File: config.mk
export PLATFORM = sky130hd
export DESIGN_NAME = lsb_extract_header_search
export DESIGN_NICKNAME = d
export VERILOG_FILES = /design/src/rtl/lehs_pkg.sv /design/src/rtl/lehs_front.sv /design/src/rtl/lehs_queue.sv /design/src/rtl/lehs_back.sv /design/src/rtl/lsb_extract_header_search.sv
export SDC_FILE = /design/constraint.sdc
export NUM_CORES = 1
export LEC_CHECK = 0
export ABC_AREA = 0
export BUFFER_PORTS_ARGS = -buffer_cell sky130_fd_sc_hd__buf_4
export CORE_ASPECT_RATIO = 1.1
export CORE_MARGIN = 1
export CORE_UTILIZATION = 40
export DETAILED_ROUTE_END_ITERATION = 8
export MAX_ROUTING_LAYER = met4
export REMOVE_ABC_BUFFERS = 1
export SKIP_CTS_REPAIR_TIMING = 1
export SLEW_MARGIN = 20
export SYNTH_ARGS = -nofsm -noshare
export SYNTH_HDL_FRONTEND = slang
export SYNTH_SLANG_ARGS = --single-unit
export TNS_END_PERCENT = 20
File: constraint.sdc
create_clock -name clk -period 7.9 [get_ports clk]
set_clock_uncertainty 0.15 [all_clocks]
set_input_delay 1.58 -clock clk [delete_from_list [all_inputs] [get_ports clk]]
set_output_delay 1.58 -clock clk [all_outputs]
set_load 0.01 [all_outputs]
File: src/rtl/lehs_pkg.sv
// ============================================================================
// lehs_pkg - shared types and constants for the LSB header search block
// Token word passed from the bit packer to the header matcher, the header
// pattern function and the default sizes.
// ============================================================================
package lehs_pkg;

    localparam int unsigned BYTE_W          = 8;
    localparam int unsigned COUNT_W         = 32;
    localparam int unsigned HEADER_LEN_DEF  = 8;
    localparam int unsigned QUEUE_DEPTH_DEF = 2;
    localparam logic [BYTE_W-1:0] PATTERN_TOP = 8'hFF;
    localparam logic [2:0]        LAST_BIT_POS = 3'd7;

    // One packed byte on its way to the window; last marks end of data.
    typedef struct packed {
        logic [BYTE_W-1:0] data;
        logic              last;
    } lehs_token_t;

    // Header byte j, oldest first: 0xFF, 0xFE, ...
    function automatic logic [BYTE_W-1:0] hdr_pattern(input int unsigned j);
        logic [BYTE_W-1:0] jb;
        jb = BYTE_W'(j);
        return PATTERN_TOP - jb;
    endfunction

endpackage

File: src/rtl/lehs_front.sv
// ============================================================================
// lehs_front - carrier bit packer
// Collects bit 0 of each carrier byte, LSB first, and emits a token for each
// completed byte or for the partial byte at end of data.
// ============================================================================
module lehs_front (
    input  logic                 clk,
    input  logic                 rst_n,
    input  logic                 in_valid,
    output logic                 in_ready,
    input  logic [7:0]           carrier_byte,
    input  logic                 end_of_data,
    input  logic                 q_ready,
    output logic                 tok_valid,
    output lehs_pkg::lehs_token_t tok
);
    import lehs_pkg::*;

    logic [BYTE_W-1:0] partial_reg, partial_next;
    logic [2:0]        bitpos_reg, bitpos_next;
    logic [BYTE_W-1:0] assembled;
    logic              accept;
    logic              emit;

    assign in_ready  = q_ready;
    assign accept    = in_valid && q_ready;
    assign assembled = partial_reg | ({{(BYTE_W-1){1'b0}}, carrier_byte[0]} << bitpos_reg);
    assign emit      = (bitpos_reg == LAST_BIT_POS) || end_of_data;

    assign tok_valid = accept && emit;
    assign tok.data  = assembled;
    assign tok.last  = end_of_data;

    always_comb
    begin
        partial_next = partial_reg;
        bitpos_next  = bitpos_reg;
        if (accept)
        begin
            if (emit)
            begin
                partial_next = '0;
                bitpos_next  = '0;
            end
            else
            begin
                partial_next = assembled;
                bitpos_next  = bitpos_reg + 3'd1;
            end
        end
    end

    always_ff @(posedge clk or negedge rst_n)
    begin
        if (!rst_n)
        begin
            partial_reg <= '0;
            bitpos_reg  <= '0;
        end
        else
        begin
            partial_reg <= partial_next;
            bitpos_reg  <= bitpos_next;
        end
    end

endmodule

File: src/rtl/lehs_queue.sv
// ============================================================================
// lehs_queue - short token queue
// Register-based FIFO between the packer and the matcher.
// ============================================================================
module lehs_queue #(
    parameter int unsigned DEPTH = lehs_pkg::QUEUE_DEPTH_DEF
) (
    input  logic                  clk,
    input  logic                  rst_n,
    input  logic                  wr_en,
    input  lehs_pkg::lehs_token_t wr_tok,
    output logic                  not_full,
    output logic                  rd_valid,
    input  logic                  rd_en,
    output lehs_pkg::lehs_token_t rd_tok
);
    import lehs_pkg::*;

    localparam int unsigned PTR_W = (DEPTH > 1) ? $clog2(DEPTH) : 1;
    localparam int unsigned CNT_W = $clog2(DEPTH + 1);
    localparam logic [PTR_W-1:0] PTR_LAST = PTR_W'(DEPTH - 1);
    localparam logic [CNT_W-1:0] CNT_FULL = CNT_W'(DEPTH);

    lehs_token_t      entries [DEPTH];
    logic [PTR_W-1:0] wr_ptr_reg, wr_ptr_next;
    logic [PTR_W-1:0] rd_ptr_reg, rd_ptr_next;
    logic [CNT_W-1:0] count_reg, count_next;
    logic             do_wr, do_rd;

    assign not_full = (count_reg != CNT_FULL);
    assign rd_valid = (count_reg != '0);
    assign rd_tok   = entries[rd_ptr_reg];
    assign do_wr    = wr_en && not_full;
    assign do_rd    = rd_en && rd_valid;

    always_comb
    begin
        wr_ptr_next = wr_ptr_reg;
        rd_ptr_next = rd_ptr_reg;
        count_next  = count_reg;
        if (do_wr)
            wr_ptr_next = (wr_ptr_reg == PTR_LAST) ? '0 : wr_ptr_reg + 1'b1;
        if (do_rd)
            rd_ptr_next = (rd_ptr_reg == PTR_LAST) ? '0 : rd_ptr_reg + 1'b1;
        if (do_wr && !do_rd)
            count_next = count_reg + 1'b1;
        else if (do_rd && !do_wr)
            count_next = count_reg - 1'b1;
    end

    always_ff @(posedge clk)
    begin
        if (do_wr)
            entries[wr_ptr_reg] <= wr_tok;
    end

    always_ff @(posedge clk or negedge rst_n)
    begin
        if (!rst_n)
        begin
            wr_ptr_reg <= '0;
            rd_ptr_reg <= '0;
            count_reg  <= '0;
        end
        else
        begin
            wr_ptr_reg <= wr_ptr_next;
            rd_ptr_reg <= rd_ptr_next;
            count_reg  <= count_next;
        end
    end

endmodule

File: src/rtl/lehs_back.sv
// ============================================================================
// lehs_back - header window and matcher
// Shifts packed bytes into the window, compares with the header pattern,
// counts packed bytes and holds the result word in an output register.
// ============================================================================
module lehs_back #(
    parameter int unsigned HEADER_LEN = lehs_pkg::HEADER_LEN_DEF
) (
    input  logic                   clk,
    input  logic                   rst_n,
    input  logic                   tok_valid,
    input  lehs_pkg::lehs_token_t  tok,
    output logic                   tok_pop,
    output logic                   out_valid,
    input  logic                   out_ready,
    output logic                   header_found,
    output logic [31:0]            header_end_offset
);
    import lehs_pkg::*;

    localparam int unsigned FILL_W = $clog2(HEADER_LEN + 1);
    localparam logic [FILL_W-1:0] FILL_FULL = FILL_W'(HEADER_LEN);

    logic [BYTE_W-1:0]  window_reg [HEADER_LEN];
    logic [BYTE_W-1:0]  window_next [HEADER_LEN];
    logic [FILL_W-1:0]  fill_reg, fill_next, fill_after;
    logic [COUNT_W-1:0] count_reg, count_next, count_after;
    logic               done_reg, done_next;
    logic               out_valid_reg, out_valid_next;
    logic               found_reg, found_next;
    logic [COUNT_W-1:0] offset_reg, offset_next;
    logic               hit;
    logic               slot_free;

    assign slot_free = !out_valid_reg || out_ready;
    assign tok_pop   = tok_valid && slot_free;

    // Window after shifting in the token byte
    always_comb
    begin
        for (int unsigned i = 0; i + 1 < HEADER_LEN; i++)
            window_next[i] = window_reg[i + 1];
        window_next[HEADER_LEN - 1] = tok.data;
    end

    assign fill_after  = (fill_reg == FILL_FULL) ? fill_reg : fill_reg + 1'b1;
    assign count_after = (count_reg == '1) ? count_reg : count_reg + 1'b1;

    always_comb
    begin
        hit = (fill_after == FILL_FULL);
        for (int unsigned j = 0; j < HEADER_LEN; j++)
            if (window_next[j] != hdr_pattern(j))
                hit = 1'b0;
    end

    always_comb
    begin
        fill_next      = fill_reg;
        count_next     = count_reg;
        done_next      = done_reg;
        found_next     = found_reg;
        offset_next    = offset_reg;
        out_valid_next = out_valid_reg;
        if (out_valid_reg && out_ready)
            out_valid_next = 1'b0;
        if (tok_pop)
        begin
            if (done_reg)
            begin
                // Search over: ignore words until end of data
                if (tok.last)
                begin
                    fill_next  = '0;
                    count_next = '0;
                    done_next  = 1'b0;
                end
            end
            else
            begin
                fill_next  = fill_after;
                count_next = count_after;
                if (hit)
                begin
                    out_valid_next = 1'b1;
                    found_next     = 1'b1;
                    offset_next    = count_after;
                    done_next      = !tok.last;
                end
                else if (tok.last)
                begin
                    out_valid_next = 1'b1;
                    found_next     = 1'b0;
                    offset_next    = '0;
                end
                if (tok.last)
                begin
                    fill_next  = '0;
                    count_next = '0;
                end
            end
        end
    end

    always_ff @(posedge clk)
    begin
        if (tok_pop && !done_reg)
            window_reg <= window_next;
        found_reg  <= found_next;
        offset_reg <= offset_next;
    end

    always_ff @(posedge clk or negedge rst_n)
    begin
        if (!rst_n)
        begin
            fill_reg      <= '0;
            count_reg     <= '0;
            done_reg      <= 1'b0;
            out_valid_reg <= 1'b0;
        end
        else
        begin
            fill_reg      <= fill_next;
            count_reg     <= count_next;
            done_reg      <= done_next;
            out_valid_reg <= out_valid_next;
        end
    end

    assign out_valid         = out_valid_reg;
    assign header_found      = found_reg;
    assign header_end_offset = offset_reg;

endmodule

File: src/rtl/lsb_extract_header_search.sv
// ============================================================================
// lsb_extract_header_search - LSB payload extraction with sync header search
// Packs carrier LSBs into bytes and searches them for the 0xFF,0xFE,... header.
// ============================================================================
// One carrier word is taken every clock cycle for as long as the output side
// keeps up. Bit 0 of each carrier byte is packed LSB first; each full packed
// byte, or the partial byte at end_of_data, enters a window of HEADER_LEN
// bytes that is compared with 0xFF, 0xFE, ... (oldest byte first). The first
// match gives one result word: header_found = 1 and header_end_offset = the
// packed-byte count up to and including the last header byte (saturating at
// 0xFFFFFFFF). If end_of_data arrives with no match, the result word is
// header_found = 0 with offset 0. After a match, words are ignored until
// end_of_data, which gives no result. The packer, window fill, byte count and
// match state clear at end of data. Throughput is one word per cycle while
// the output side keeps up, set by the combinational window compare in the
// matcher; a token passes the token queue, then the result register. A short
// token queue between packer and matcher lets each side stall on its own.
// ============================================================================
module lsb_extract_header_search #(
    parameter int unsigned HEADER_LEN  = lehs_pkg::HEADER_LEN_DEF,
    parameter int unsigned QUEUE_DEPTH = lehs_pkg::QUEUE_DEPTH_DEF
) (
    input  logic        clk,
    input  logic        rst_n,
    input  logic        in_valid,
    output logic        in_ready,
    input  logic [7:0]  carrier_byte,
    input  logic        end_of_data,
    output logic        out_valid,
    input  logic        out_ready,
    output logic        header_found,
    output logic [31:0] header_end_offset
);
    import lehs_pkg::*;

    // packer -> queue
    logic        q_ready;
    logic        fr_tok_valid;
    lehs_token_t fr_tok;

    // queue -> matcher
    logic        bk_tok_valid;
    logic        bk_tok_pop;
    lehs_token_t bk_tok;

    // Front: bit packing, one token per completed or final byte
    lehs_front u_front (
        .clk          (clk),
        .rst_n        (rst_n),
        .in_valid     (in_valid),
        .in_ready     (in_ready),
        .carrier_byte (carrier_byte),
        .end_of_data  (end_of_data),
        .q_ready      (q_ready),
        .tok_valid    (fr_tok_valid),
        .tok          (fr_tok)
    );

    // Decoupling queue
    lehs_queue #(
        .DEPTH (QUEUE_DEPTH)
    ) u_queue (
        .clk      (clk),
        .rst_n    (rst_n),
        .wr_en    (fr_tok_valid),
        .wr_tok   (fr_tok),
        .not_full (q_ready),
        .rd_valid (bk_tok_valid),
        .rd_en    (bk_tok_pop),
        .rd_tok   (bk_tok)
    );

    // Back: window shift, header compare, count and result register
    lehs_back #(
        .HEADER_LEN (HEADER_LEN)
    ) u_back (
        .clk               (clk),
        .rst_n             (rst_n),
        .tok_valid         (bk_tok_valid),
        .tok               (bk_tok),
        .tok_pop           (bk_tok_pop),
        .out_valid         (out_valid),
        .out_ready         (out_ready),
        .header_found      (header_found),
        .header_end_offset (header_end_offset)
    );

endmodule

==> flow_metrics.py <==
metrics = {
    "timing": {
        "finalHoldViolCount": 0,
        "setup_viol": 0,
        "worst_pin_slew_ns": 0.849,
        "slew_headroom_pct": 43.2,
        "rsz0062_at_grt": "false",
        "final.setup.tns_ns": 0,
        "timing.fmax_mhz": 287,
        "period_share_pct": 44.1,
        "slew_viol_final": 0,
        "finalCriticalPeriod_ns": 3.49,
        "holdWs_ns": 0.296,
    },
    "pwr": {
        "p_leak_nw": 3.09,
        "peakVddDrop_v": 0.000164,
        "p_per_area_mw_per_mm2": 340,
    },
    "drt": {
        "drtIter0Drc": 365,
        "vias_per_cell": 5.46,
        "wl_mm": 14.2,
        "ant_nets": 0,
        "wire_per_inst_um": 16.5,
        "detail_route.drc_violations": 0,
        "drt_pass1_iterations": 5,
        "vias": 4710,
    },
    "hold_path": {
        "hold_class": "reg -> reg",
        "whs_path_depth": 0,
    },
    "worst_setup_path": {
        "crit_path_frequent_cell": "buf_4",
        "crit_family": "buffers and inverters",
        "worstSetupStartpoint": "out_ready",
        "crit_fanout": 58,
        "cp-end-kind": "flop",
        "critPathBufInv": 3,
        "cp.arrival_ns": 3.41,
        "reg2reg_to": "u_back.header_end_offset[8]",
        "path_depth": 7,
        "crit_end": "u_back.header_end_offset[8]",
        "r2r_setup_slack_ns": 4.73,
        "crit_chain": "buf_4 -> nand2b_1 -> nand2_1 -> nor2_4 -> buf_4 -> and2_1 -> buf_4",
        "worst_setup_path_start_kind": "input pin",
        "crit_slowest_cell": "buf_4",
        "required_ns": 7.82,
        "critPathKind": "in -> reg",
        "reg2reg_from": "u_back.fill_reg[0]",
        "cpPeakStageDelay_ns": 0.57,
        "r2r_cells": 8,
    },
    "synthesis": {
        "synth.ff_latch_count": 160,
        "synthArstFlopShare_pct": 33.1,
        "ys_top_cells_by_area": "edfxtp_1, dfrtp_1, xnor2_1",
        "ys.flop_type": "edfxtp_1",
        "yosysTopAreaCell": "edfxtp_1",
        "synth_cells": 578,
        "syn_avg_cell_area_um2": 12.6,
        "synth.most_common_cell": "edfxtp_1",
        "synth-edff-count": 107,
        "yosysTopAreaCellShare_pct": 44.3,
        "synthesis.area_mm2": 0.00725,
        "yosys_warnings": 0,
        "synth_commonest_cells": "edfxtp_1, dfrtp_1, nor2_1",
        "ys_seq_area_share_pct": 62.6,
        "ys_types": 68,
    },
    "placed_design": {
        "place_area_mm2": 0.00774,
        "dp_cells": 831,
        "post-dp-hpwl_mm": 9.34,
        "portBuffers": 40,
        "gp_congestion": 0.796,
    },
    "die": {
        "initial_core_util_pct": 40.9,
        "dieArea_mm2": 0.0187,
        "die_y_um": 143,
        "core_mm2": 0.0177,
        "ioPinCount": 48,
        "die_w_um": 130,
        "rows": 51,
    },
    "clock_tree": {
        "clockBufferDepth": 2,
        "clock-sinks": 160,
        "clk_pin_slew_worst_paths_ns": 0.06,
        "cts_max_level": 4,
        "cts-root-buf": "clkbuf_16",
        "clkLatencyLatePin_ns": 0.43,
        "cts_buffers": 17,
        "tritoncts": "built",
    },
    "global_routing": {
        "grt_max_degree": 59,
        "grt_pass1_wl_mm": 23.4,
        "grt_overflow": 0,
        "antenna_found_initial": 0,
        "track_usage_pct": 17.0,
        "first_global_vias": 4614,
    },
    "cells_and_area": {
        "stdcell_area_mm2": 0.00837,
        "fin_nets": 631,
        "drive_gt1_share_pct": 18.1,
        "areaGrowthSynthToFinish_pct": 15.3,
        "antennaDiodeCount": 0,
        "finalNonFillerCells": 863,
        "largest_reg_flops": 56,
    },
    "job": {
        "drv_cap": 0,
    },
    "status": {
        "outcome": "completed",
    },
}
-- cells in the final DEF (no fill, tap or decap), types with 6 or more instances in the layout --
cell type	instances
xor2_1	7
edfxtp_1	107
clkbuf_16	17
xnor2_1	28
nor3_1	6
o21ai_0	20
nand3_1	13
nor4_1	6
a31oi_1	19
nand2_1	43
nor2_1	50
a21boi_0	7
ha_1	6
inv_1	12
buf_4	46
and2_1	6
nand2b_1	13
nand4_1	22
a21oi_1	30
mux2_2	7
dfrtp_1	53
-- routing by layer --
metal | track usage, % | share of wire [%] | vias to the layer above
met5 | - | 0 | -
met1 | 22.2 | 47 | 2334
met3 | 3.48 | 3.3 | 20
li1 | - | - | 2263
met2 | 25.8 | 48 | 93
met4 | 7.38 | 1.7 | 0
-- where the power goes --
part	internal (W)	switching [W]	total [W]	leakage (nW)
logic	0.000201	0.000372	0.000573	1.01
registers	0.00126	0.000153	0.00141	1.78
clock network	0.000508	0.000354	0.000861	0.301
-- worst reg2reg max path, cell delays in order (launching register included) --
cell       delay (ns)
dfrtp_1          0.43
inv_1            0.11
ha_1             0.32
nand4b_1         0.19
nor4_1           0.43
o2111ai_1        0.26
o31ai_1          0.34
and2_1           0.17
buf_4            0.40
-- cell families after synthesis --
group / after synthesis / synth area share [%]
buffers and inverters: 43 / 2.97
adder cells (fa/ha/maj): 6 / 1.03
AND/OR/NAND/NOR: 199 / 15.2
multiplexers: 10 / 1.50
flip-flops: 160 / 62.6
AO/OA/AOI/OAI: 125 / 12.5
XOR/XNOR: 35 / 4.23
-- area by class of cell --
cell class                      count  area (µm²)
Inverter                           12        45.0
Sequential cell                   160        4540
Clock buffer                       17         425
Tap cell                          238         298
Clock inverter                     15         196
Multi-Input combinational cell    375        2520
Timing Repair Buffer               46         345
Fill cell                        1620        9370
-- per-stage QoR --
stage / setup WS (ns) / total power [W] / util (%)
CTS: 4.36 / 0.00287 / 47.2
floorplan: 1.99 / 0.00175 / -
global placement: 4.02 / 0.00197 / 43.6
global route: 4.19 / 0.00299 / 47.2
finish: 4.41 / 0.00285 / 47.2
detailed placement: 3.90 / 0.00201 / 43.7
-- worst min-delay path by stage --
stage,endpoint,start,slack (ns)
floorplan,u_back.window_next[49],u_back.window_next[41],0.27
CTS,u_back.window_next[50],u_back.window_next[42],0.30
global placement,u_back.window_next[49],u_back.window_next[41],0.27
global route,u_back.window_next[46],u_back.window_next[38],0.30
detailed placement,u_back.window_next[55],u_back.window_next[47],0.28
finish,u_back.window_next[46],u_back.window_next[38],0.30
No activity file was read; power rests on OpenSTA's default activity.
